[src/sv/xsfb_pkg.sv]
package xsfb_pkg;

  // Geometry defaults. A row word is always 64 bits wide, with column zero in bit 63.
  localparam int unsigned SCREEN_WIDTH_DEF  = 64;
  localparam int unsigned SCREEN_HEIGHT_DEF = 32;
  localparam int unsigned ROW_W             = 64;
  localparam int unsigned COUNT_W           = 32;

  typedef enum logic [1:0] {
    OP_CLEAR = 2'd0,
    OP_DRAW  = 2'd1,
    OP_READ  = 2'd2
  } op_t;

endpackage

[src/sv/xsfb_ram.sv]
module xsfb_ram #(
  parameter int unsigned WIDTH = 64,
  parameter int unsigned DEPTH = 32
) (
  input  logic                     clk,
  input  logic                     wr_en,
  input  logic [$clog2(DEPTH)-1:0] wr_addr,
  input  logic [WIDTH-1:0]         wr_data,
  input  logic                     rd_en,
  input  logic [$clog2(DEPTH)-1:0] rd_addr,
  output logic [WIDTH-1:0]         rd_data
);

  logic [WIDTH-1:0] mem [DEPTH];

  always_ff @(posedge clk) begin
    if (wr_en) begin
      mem[wr_addr] <= wr_data;
    end
    if (rd_en) begin
      rd_data <= mem[rd_addr];
    end
  end

endmodule

[src/sv/xor_sprite_framebuffer_unit.sv]
// Monochrome framebuffer with XOR sprite drawing, in the style of a CHIP-8 display.
// Each request on the input channel (in_valid/in_stall) carries an op: clear the
// screen, XOR one sprite line into a row, or read one row word. Every request gives
// exactly one response on the output channel (out_valid/out_stall). That response
// carries the collision flag, a row word, the frame counter and the sprite-done flag.
// The rows live in a synchronous RAM with one read port. A request is accepted in
// IDLE, and its row is read at that edge. In the next cycle the row is modified,
// written back and placed in the output register, which raises out_valid. No new
// request is taken until this single read-modify-write pass through the row RAM
// is through. A clear goes through the same pass, because it drops a valid bit
// per row rather than sweeping the RAM. A row whose valid bit is low reads as
// zero.
// The output register parts the two channels, so a new request is taken while a
// response still waits. If the receiver is still stalling when the next response is
// ready, that request holds in its modify cycle and writes nothing until the output
// register frees up.
// Reset (rst, synchronous, active high) clears the valid bits, the collision flag,
// the frame counter and the control state at once; no clearing pass is needed.
module xor_sprite_framebuffer_unit #(
  parameter int unsigned SCREEN_WIDTH  = xsfb_pkg::SCREEN_WIDTH_DEF,
  parameter int unsigned SCREEN_HEIGHT = xsfb_pkg::SCREEN_HEIGHT_DEF
) (
  input  logic                          clk,
  input  logic                          rst,
  input  logic                          in_valid,
  output logic                          in_stall,
  input  logic [1:0]                    op,
  input  logic [7:0]                    x_pos,
  input  logic [7:0]                    y_pos,
  input  logic [3:0]                    row_offset,
  input  logic [7:0]                    sprite_byte,
  input  logic                          last_row,
  output logic                          out_valid,
  input  logic                          out_stall,
  output logic                          collision,
  output logic [xsfb_pkg::ROW_W-1:0]    row_data,
  output logic [xsfb_pkg::COUNT_W-1:0]  frame_count,
  output logic                          sprite_done
);

  import xsfb_pkg::*;

  localparam int unsigned AW = $clog2(SCREEN_HEIGHT);
  localparam logic [8:0]  HEIGHT9 = 9'(SCREEN_HEIGHT);
  // Columns at or beyond the screen width are never drawn.
  localparam logic [ROW_W-1:0] COL_MASK = ~({ROW_W{1'b1}} >> SCREEN_WIDTH);

  typedef enum logic {
    S_IDLE,
    S_MOD
  } state_t;

  state_t state;

  // Request fields latched at accept.
  op_t          op_q;
  logic [7:0]   x_q;
  logic [3:0]   offset_q;
  logic [7:0]   byte_q;
  logic         last_q;
  logic [AW-1:0] addr_q;
  logic         in_range_q;

  logic [SCREEN_HEIGHT-1:0] row_valid;
  logic                     collision_flag;
  logic [COUNT_W-1:0]       frame_counter;

  logic in_accept;
  assign in_stall  = (state != S_IDLE);
  assign in_accept = in_valid && !in_stall;

  // Target row for a draw: y clamped to the last row, plus the line offset.
  logic [7:0] y_clamped;
  logic [8:0] draw_row;
  logic       draw_in_range;
  logic       read_in_range;
  logic [AW-1:0] rd_addr;

  always_comb begin
    y_clamped     = ({1'b0, y_pos} >= HEIGHT9) ? 8'(SCREEN_HEIGHT - 1) : y_pos;
    draw_row      = {1'b0, y_clamped} + {5'd0, row_offset};
    draw_in_range = (draw_row < HEIGHT9);
    read_in_range = ({1'b0, y_pos} < HEIGHT9);
    rd_addr       = (op_t'(op) == OP_DRAW) ? draw_row[AW-1:0] : y_pos[AW-1:0];
  end

  logic [ROW_W-1:0] rd_data;
  logic [ROW_W-1:0] cur_word;
  logic [ROW_W-1:0] draw_mask;
  logic [ROW_W-1:0] new_word;
  logic             hit;
  logic             out_free;
  logic             wr_en;

  always_comb begin
    cur_word  = row_valid[addr_q] ? rd_data : '0;
    draw_mask = ({byte_q, {(ROW_W-8){1'b0}}} >> x_q) & COL_MASK;
    new_word  = cur_word ^ draw_mask;
    hit       = in_range_q && ((cur_word & draw_mask) != '0);
    out_free  = !out_valid || !out_stall;
    wr_en     = (state == S_MOD) && out_free && (op_q == OP_DRAW) && in_range_q;
  end

  xsfb_ram #(
    .WIDTH(ROW_W),
    .DEPTH(SCREEN_HEIGHT)
  ) u_rows (
    .clk    (clk),
    .wr_en  (wr_en),
    .wr_addr(addr_q),
    .wr_data(new_word),
    .rd_en  (in_accept),
    .rd_addr(rd_addr),
    .rd_data(rd_data)
  );

  always_ff @(posedge clk) begin
    if (rst) begin
      state          <= S_IDLE;
      out_valid      <= 1'b0;
      collision_flag <= 1'b0;
      frame_counter  <= '0;
      row_valid      <= '0;
    end else begin
      if (out_valid && !out_stall) begin
        out_valid <= 1'b0;
      end
      unique case (state)
        S_IDLE: begin
          if (in_accept) begin
            op_q       <= op_t'(op);
            x_q        <= x_pos;
            offset_q   <= row_offset;
            byte_q     <= sprite_byte;
            last_q     <= last_row;
            addr_q     <= rd_addr;
            in_range_q <= (op_t'(op) == OP_DRAW) ? draw_in_range : read_in_range;
            state      <= S_MOD;
          end
        end
        S_MOD: begin
          if (out_free) begin
            // The response register is loaded here, in the same cycle as the write-back.
            out_valid   <= 1'b1;
            row_data    <= '0;
            sprite_done <= 1'b0;
            collision   <= collision_flag;
            frame_count <= frame_counter;
            unique case (op_q)
              OP_CLEAR: begin
                row_valid     <= '0;
                frame_counter <= frame_counter + 1'b1;
                frame_count   <= frame_counter + 1'b1;
              end
              OP_DRAW: begin
                // Line zero starts a new sprite and drops the old collision.
                collision_flag <= ((offset_q != '0) && collision_flag) || hit;
                collision      <= ((offset_q != '0) && collision_flag) || hit;
                if (in_range_q) begin
                  row_valid[addr_q] <= 1'b1;
                  row_data          <= new_word;
                end
                if (last_q) begin
                  sprite_done   <= 1'b1;
                  frame_counter <= frame_counter + 1'b1;
                  frame_count   <= frame_counter + 1'b1;
                end
              end
              OP_READ: begin
                if (in_range_q) begin
                  row_data <= cur_word;
                end
              end
              default: begin
              end
            endcase
            state <= S_IDLE;
          end
        end
        default: state <= S_IDLE;
      endcase
    end
  end

  a_accept_to_mod: assert property (@(posedge clk) disable iff (rst)
    in_accept |=> (state == S_MOD))
    else $error("accepted request did not move to the modify cycle");

  a_resp_from_mod: assert property (@(posedge clk) disable iff (rst)
    $rose(out_valid) |-> ($past(state) == S_MOD))
    else $error("response loaded outside the modify cycle");

  a_no_write_when_blocked: assert property (@(posedge clk) disable iff (rst)
    (state == S_MOD && out_valid && out_stall) |-> !wr_en)
    else $error("row written while the response register is full");

  a_counter_step: assert property (@(posedge clk) disable iff (rst)
    (!$past(rst) && !$stable(frame_counter)) |->
      (frame_counter == COUNT_W'($past(frame_counter) + 1'b1)))
    else $error("frame counter moved by more than one");

endmodule
[config.mk]
export PLATFORM = sky130hd
export DESIGN_NAME = xor_sprite_framebuffer_unit
export DESIGN_NICKNAME = d
export VERILOG_FILES = /design/src/sv/xsfb_pkg.sv /design/src/sv/xsfb_ram.sv /design/src/sv/xor_sprite_framebuffer_unit.sv
export SDC_FILE = /design/constraint.sdc
export NUM_CORES = 2
export LEC_CHECK = 0
export ABC_AREA = 0
export BUFFER_PORTS_ARGS = -buffer_cell sky130_fd_sc_hd__buf_2
export CORE_ASPECT_RATIO = 1.5
export CORE_UTILIZATION = 34
export CTS_BUF_LIST = sky130_fd_sc_hd__clkbuf_16
export DETAILED_ROUTE_END_ITERATION = 12
export GPL_ROUTABILITY_DRIVEN = 0
export SLEW_MARGIN = 20
export SYNTH_ARGS = -nofsm -noshare
export SYNTH_HDL_FRONTEND = slang
export SYNTH_HIERARCHICAL = 1
export SYNTH_SLANG_ARGS = --single-unit
[constraint.sdc]
create_clock -name clk -period 10.4 [get_ports clk]
set_input_delay 1.56 -clock clk [delete_from_list [all_inputs] [get_ports clk]]
set_output_delay 1.56 -clock clk [all_outputs]
set_load 0.02 [all_outputs]
Word-level counts from Yosys, hierarchy flattened
Memory sizes are Yosys's and may differ from the RTL's. A register that Yosys moved wholly into a read port is not among the register bits.
Index checks and enable logic that the tools add are counted.
{ "totals": {"wordCells": 80, "mem_count": 1, "ff_bits": 194, "ramBits": 2048} }
{ "mem_list": {"columns": ["memory", "depth", "word_bits", "read_ports", "rd_ports_with_merged_regs", "write_ports", "line_no", "text"], "rows": [
  ["u_rows.mem", 32, 64, 1, 1, 1, "xsfb_ram.sv:14", "logic [WIDTH-1:0] mem [DEPTH];"]
]} }
{ "op_classes": {"mux": 25, "magnitude_cmp": 5, "reduce_logical": 21, "shift": 1, "n_addsub": 2, "n_eq_ne": 4, "bitwise": 5} }
{ "op_table": {"columns": ["operator", "count"], "rows": [
  ["two-way mux 64 bit", 3],
  ["one-hot mux 32 bit (2 select lines)", 2],
  ["one-hot mux 64 bit (2 select lines)", 1],
  ["bitwise AND 64 bit", 1],
  ["two-way mux 32 bit", 2],
  ["nonzero test 64 bit", 1],
  ["right shift 64 x 8 -> 64 bit", 1],
  ["bitwise XOR 64 bit", 1],
  ["adder 32 x 1 -> 32 bit (second input constant)", 1],
  ["OR 32 bit", 1],
  ["two-way mux 1 bit", 12],
  ["adder 8 x 4 -> 9 bit", 1],
  ["less-than comparator 9 x 6 -> 1 bit (second input constant)", 1],
  [">= comparator 8 x 6 -> 1 bit (second input constant)", 1],
  ["logical AND 1 bit", 8],
  ["less-than comparator 8 x 6 -> 1 bit (second input constant)", 1],
  ["two-way mux 8 bit", 1],
  ["less-than comparator 5 x 6 -> 1 bit (second input constant)", 1],
  ["AND reduction 3 bit", 2],
  ["binary-select mux 1 bit (select 5 bit)", 1],
  ["demux 1 bit (select 5 bit)", 1],
  [">= comparator 5 x 1 -> 1 bit (second input constant)", 1],
  ["two-way mux 5 bit", 1],
  ["== test 2 x 1 -> 1 bit (second input constant)", 2],
  ["11 further kinds", 15]
]} }

Depth between registers and ports, before layout
{ "logic_depth": {"word_depth": 8, "mapped_depth": 15, "mapped_depth_nobuf": 11} }

By module
The synthesis kept the hierarchy.
{ "by_module_without_submodules": {"columns": ["mod", "cells_each", "area_each_um2", "instances"], "rows": [
  ["xsfb_ram", 3096, 79605.1, 1],
  ["xor_sprite_framebuffer_unit", 1051, 10899.2, 1]
]} }

Least setup slack after synthesis
No wires, ideal clock.
{ "synth_path": {"kind": "input-to-reg", "from": "input port out_stall", "to": "register collision (enable)", "slack_ns": 3.782, "path_stages": 3, "n_path_buf": 1, "arrival_time_ns": 6.062, "setup_time_ns": 0.556, "path_cell_list": "a21bo_2 -> clkbuf_1 -> nor2_1"} }
{ "synth_between": {"elab_chain_len": 3} }
{ "synth_lines": {"columns": ["element", "line_no", "text"], "rows": [
  ["start, declared", "xor_sprite_framebuffer_unit.sv:34", "input logic out_stall,"],
  ["logical NOT 1 bit", "xor_sprite_framebuffer_unit.sv:100", "out_free = !out_valid || !out_stall;"],
  ["logical OR 1 bit", "xor_sprite_framebuffer_unit.sv:100", null],
  ["AND reduction 3 bit (no source line)", null, null],
  ["end signal, assigned", "xor_sprite_framebuffer_unit.sv:147", "collision <= collision_flag;"],
  ["end signal, assigned", "xor_sprite_framebuffer_unit.sv:158", "collision <= ((offset_q != '0) && collision_flag) || hit;"],
  ["end, declared", "xor_sprite_framebuffer_unit.sv:35", "output logic collision,"]
]} }
Every way passes these cells.
A chain may end at the register's enable or synchronous reset.

Final worst setup path
{ "layout_path": {"from": "input port y_pos[7]", "to": "register u_rows.rd_data[0] (read register of u_rows.mem), data pin"} }
{ "layout_between": {"elab_chain_len": 4} }
{ "layout_lines": {"columns": ["element", "line_no", "text"], "rows": [
  ["start, declared", "xor_sprite_framebuffer_unit.sv:29", "input logic [7:0] y_pos,"],
  [">= comparator 8 x 6 -> 1 bit", "xor_sprite_framebuffer_unit.sv:80", "y_clamped = ({1'b0, y_pos} >= HEIGHT9) ? 8'(SCREEN_HEIGHT - 1) : y_pos;"],
  ["two-way mux 8 bit", "xor_sprite_framebuffer_unit.sv:80", null],
  ["adder 8 x 4 -> 9 bit", "xor_sprite_framebuffer_unit.sv:81", "draw_row = {1'b0, y_clamped} + {5'd0, row_offset};"],
  ["two-way mux 5 bit", "xor_sprite_framebuffer_unit.sv:84", "rd_addr = (op_t'(op) == OP_DRAW) ? draw_row[AW-1:0] : y_pos[AW-1:0];"],
  ["named net rd_addr[3]", "xor_sprite_framebuffer_unit.sv:77", "logic [AW-1:0] rd_addr;"],
  ["end, declared", "xsfb_ram.sv:11", "output logic [WIDTH-1:0] rd_data"]
]} }
The timed path passes the listed nets, and every way through them passes these cells.

==> out/metrics.yaml <==
synthesis:
  part_of_the_yosys_area_used_for_sequential_elements_pct: 75.8
  number_of_enable_type_register_cells_in_the_synthesized_netlist: 2239
  postSynth.asyncResetShare_pct: 0
  syn-cell-area_mm2: 0.0905
  synth_cells: 4147
  primary_ff_master_synth: "edfxtp_1"
  synth.ff_latch_count: 2306
  ys.warnings.count: 6
  synth_fp_nets: 4255
  syn-mean-instance-area_um2: 21.8
  number_of_distinct_library_cells_after_synthesis: 72
sta:
  rsz0062_at_grt: "false"
  finalHoldViolCount: 0
  final_min_period_over_clock_period_pct: 55.5
  final.setup.tns_ps: 0
  worst-slew-pin-transition_ps: 1260
  setup_violations: 0
  max_slew_margin_pct: 15.5
  post-route-worst-setup-slack_ps: 4630
  max_freq_mhz: 173
  final.min_clock_period_ps: 5770
  timing_max_transition_violations_final: 0
  fin_worst_skew_ps: 45.7
critical_path:
  crit_path_max_fanout: 29
  timing.setup.critical_path_class: "input pin to flip-flop"
  worst_ep_arrival_time_ps: 6360
  critical_path.cell_chain: "buf_2 > nor3_1 > nand2b_1 > ha_1 > a21o_1 > a21oi_1 > xor2_1 > o21ai_4 > buf_4 > buf_4 > mux4_2 > a22oi_1 > o211ai_1 > o31a_1"
  startpoint_type: "input pin"
  worst_path_most_repeated_cell: "buf_4"
  cp.required_ps: 10990
  max_stage_delay_ps: 840
  worst_setup_path_end_kind: "flip-flop"
  crit_slowest_cell: "nor3_1"
clock_network:
  clock_sink_count: 2306
  cts.repair_timing.setup_buffer_count: 0
  cts_max_path_buffers: 4
  holdBufCountCts: 0
  insertion_delay_ps: 870
  cts_buffers: 209
  clock-root-buffer: "clkbuf_16"
  clk_pin_slew_worst_paths_ps: 60
  h-tree-depth: 4
  post_cts.resized_instances: 0
  cts_tree: "done"
grt:
  met3_usage_pct: 2.77
  busiest_layer: "met2"
  antenna_found_initial: 22
  grt_usage_pct: 18.3
  grt_remaining_overflow: 0
  grt_met1_usage_pct: 24.7
  grt_start_max_net_pins: 115
  grtUsageMet2_pct: 30.7
  grt_pass1_wl_mm: 348
  first_global_vias: 44700
final_layout:
  areaGrowthSynthToFinish_pct: 13.0
  layout_commonest_cell: "edfxtp_1"
  highest_count_cells_in_the_layout_ignoring_fill_and_taps: "edfxtp_1 (2239), mux4_2 (602), clkbuf_16 (210), buf_2 (134), nor2_1 (93)"
  nFillCells: 23500
  drive_above_1_share_pct: 28.3
  final_nets: 4476
pwr:
  leakage_nw: 31.9
  power_per_cell_area_mw_per_mm2: 189
  peakVddDrop_mv: 0.132
detailed_routing:
  vias: 45400
  drt_iter0_drc: 5855
  post_drt_via_cell_ratio: 5.66
  wl_per_cell_um: 31.2
  detail_route.first_pass.iterations: 6
  wirelength_mm: 251
  drcViolationCount: 0
  final_antenna_net_count: 0
floorplan:
  core_area_mm2: 0.264
  start_util_pct: 34.3
  io-pin-count: 135
  chipHeight_um: 634
  die_area_mm2: 0.268
  num_rows: 231
  floorplan.die.width_um: 423
placement:
  post_detailed_placement_half_perimeter_wirelength_mm: 130
  numPortBuffers: 134
  preCtsSetupSlack_ps: 3850
hold_path:
  hold_path.class: "flip-flop to flip-flop"
run_status:
  run_status: "finished clean"
flow_run:
  cap_violations: 0
## Yosys cell counts, types with 25 or more instances
| cell type | number | share of area, % |
|---|---|---|
| nand2_1 | 50 | 0.21 |
| buf_2 | 75 | 0.41 |
| mux4_2 | 602 | 15 |
| buf_1 | 25 | 0.10 |
| and2_1 | 81 | 0.56 |
| clkbuf_1 | 111 | 0.46 |
| mux2i_1 | 62 | 0.69 |
| ha_1 | 72 | 1.0 |
| mux2_2 | 78 | 0.97 |
| a32o_1 | 64 | 0.71 |
| nor2_1 | 127 | 0.53 |
| a21oi_1 | 88 | 0.49 |
| o21ai_0 | 37 | 0.20 |
| dfxtp_1 | 67 | 1.5 |
| edfxtp_1 | 2239 | 74 |
## registers in the layout, indices dropped and copies added (netlist names)
signal	flops
u_rows/rd_data	64
byte_q	8
out_valid	1
frame_counter	32
in_stall	1
op_q	2
frame_count	32
in_range_q	1
collision	1
addr_q	5
sprite_done	1
u_rows/mem	2048
collision_flag	1
x_q	8
row_data	64
row_valid	32
last_q	1
offset_q	4
## routing by layer
| metal | up-vias | wire [µm] | share of wire [%] |
|---|---|---|---|
| met5 | - | 146 | 0.058 |
| met4 | 22 | 7110 | 2.8 |
| met3 | 415 | 18900 | 7.5 |
| met2 | 2058 | 124000 | 50 |
| met1 | 24900 | 100000 | 40 |
| li1 | 18000 | - | - |
## metrics by stage
step	hold WS (ps)	std cells	utilization (%)	total power, mW	instance area (µm²)
final	470	8021	38.7	19.3	102000
after detailed placement	457	7650	36.3	12.1	95800
after CTS	474	8018	38.7	19.4	102000
after global placement	446	7649	36.2	12.1	95800
after floorplan	436	4147	-	11.6	90500
after global routing	500	8021	38.7	19.8	102000
## cells by family after synthesis
group | after synthesis | synth area share, %
compound gates | 341 | 2.69
xor+xnor | 2 | 0.0194
fa+ha+maj | 73 | 1.02
buf+inv | 240 | 1.18
flops | 2306 | 75.8
mux | 742 | 16.6
simple gates | 443 | 2.68
## final cells by class
cell class	instances	area, µm²	area share (%)
Sequential cell	2306	68600	67.1
Multi-Input combinational cell	1601	21200	20.8
Clock buffer	210	5260	5.14
Tap cell	3495	4370	4.28
Timing Repair Buffer	238	1630	1.59
Clock inverter	158	1140	1.12
Inverter	12	45.0	0.0440
Antenna cell	1	2.50	0.00245
## worst max-delay path: cells and delay by family
family	cells	cell delay (ps)
and+or+nand+nor	2	1070
xor gates and xnor gates	1	150
AOI/OAI and AO/OA	6	1580
buffers and inverters	3	1170
muxes	1	390
adders and majority gates	1	340
## power by group
group          internal, mW  leakage, nW  switching (mW)
Combinational         0.579         7.61           0.835
Sequential             10.4         21.1          0.0772
Clock                  4.03         3.27            3.36
Total                  15.0         31.9            4.28
## final timing paths
path	endpoint	slack [ps]	startpoint	cells past startpoint
max	u_rows/rd_data[0]	4630	y_pos[7]	14
min	row_valid[19]	470	row_valid[19]	2
max reg2reg	collision	5000	addr_q[1]	13
min reg2reg	row_valid[19]	470	row_valid[19]	2
Note: power is estimated with default switching activity, not from simulation.
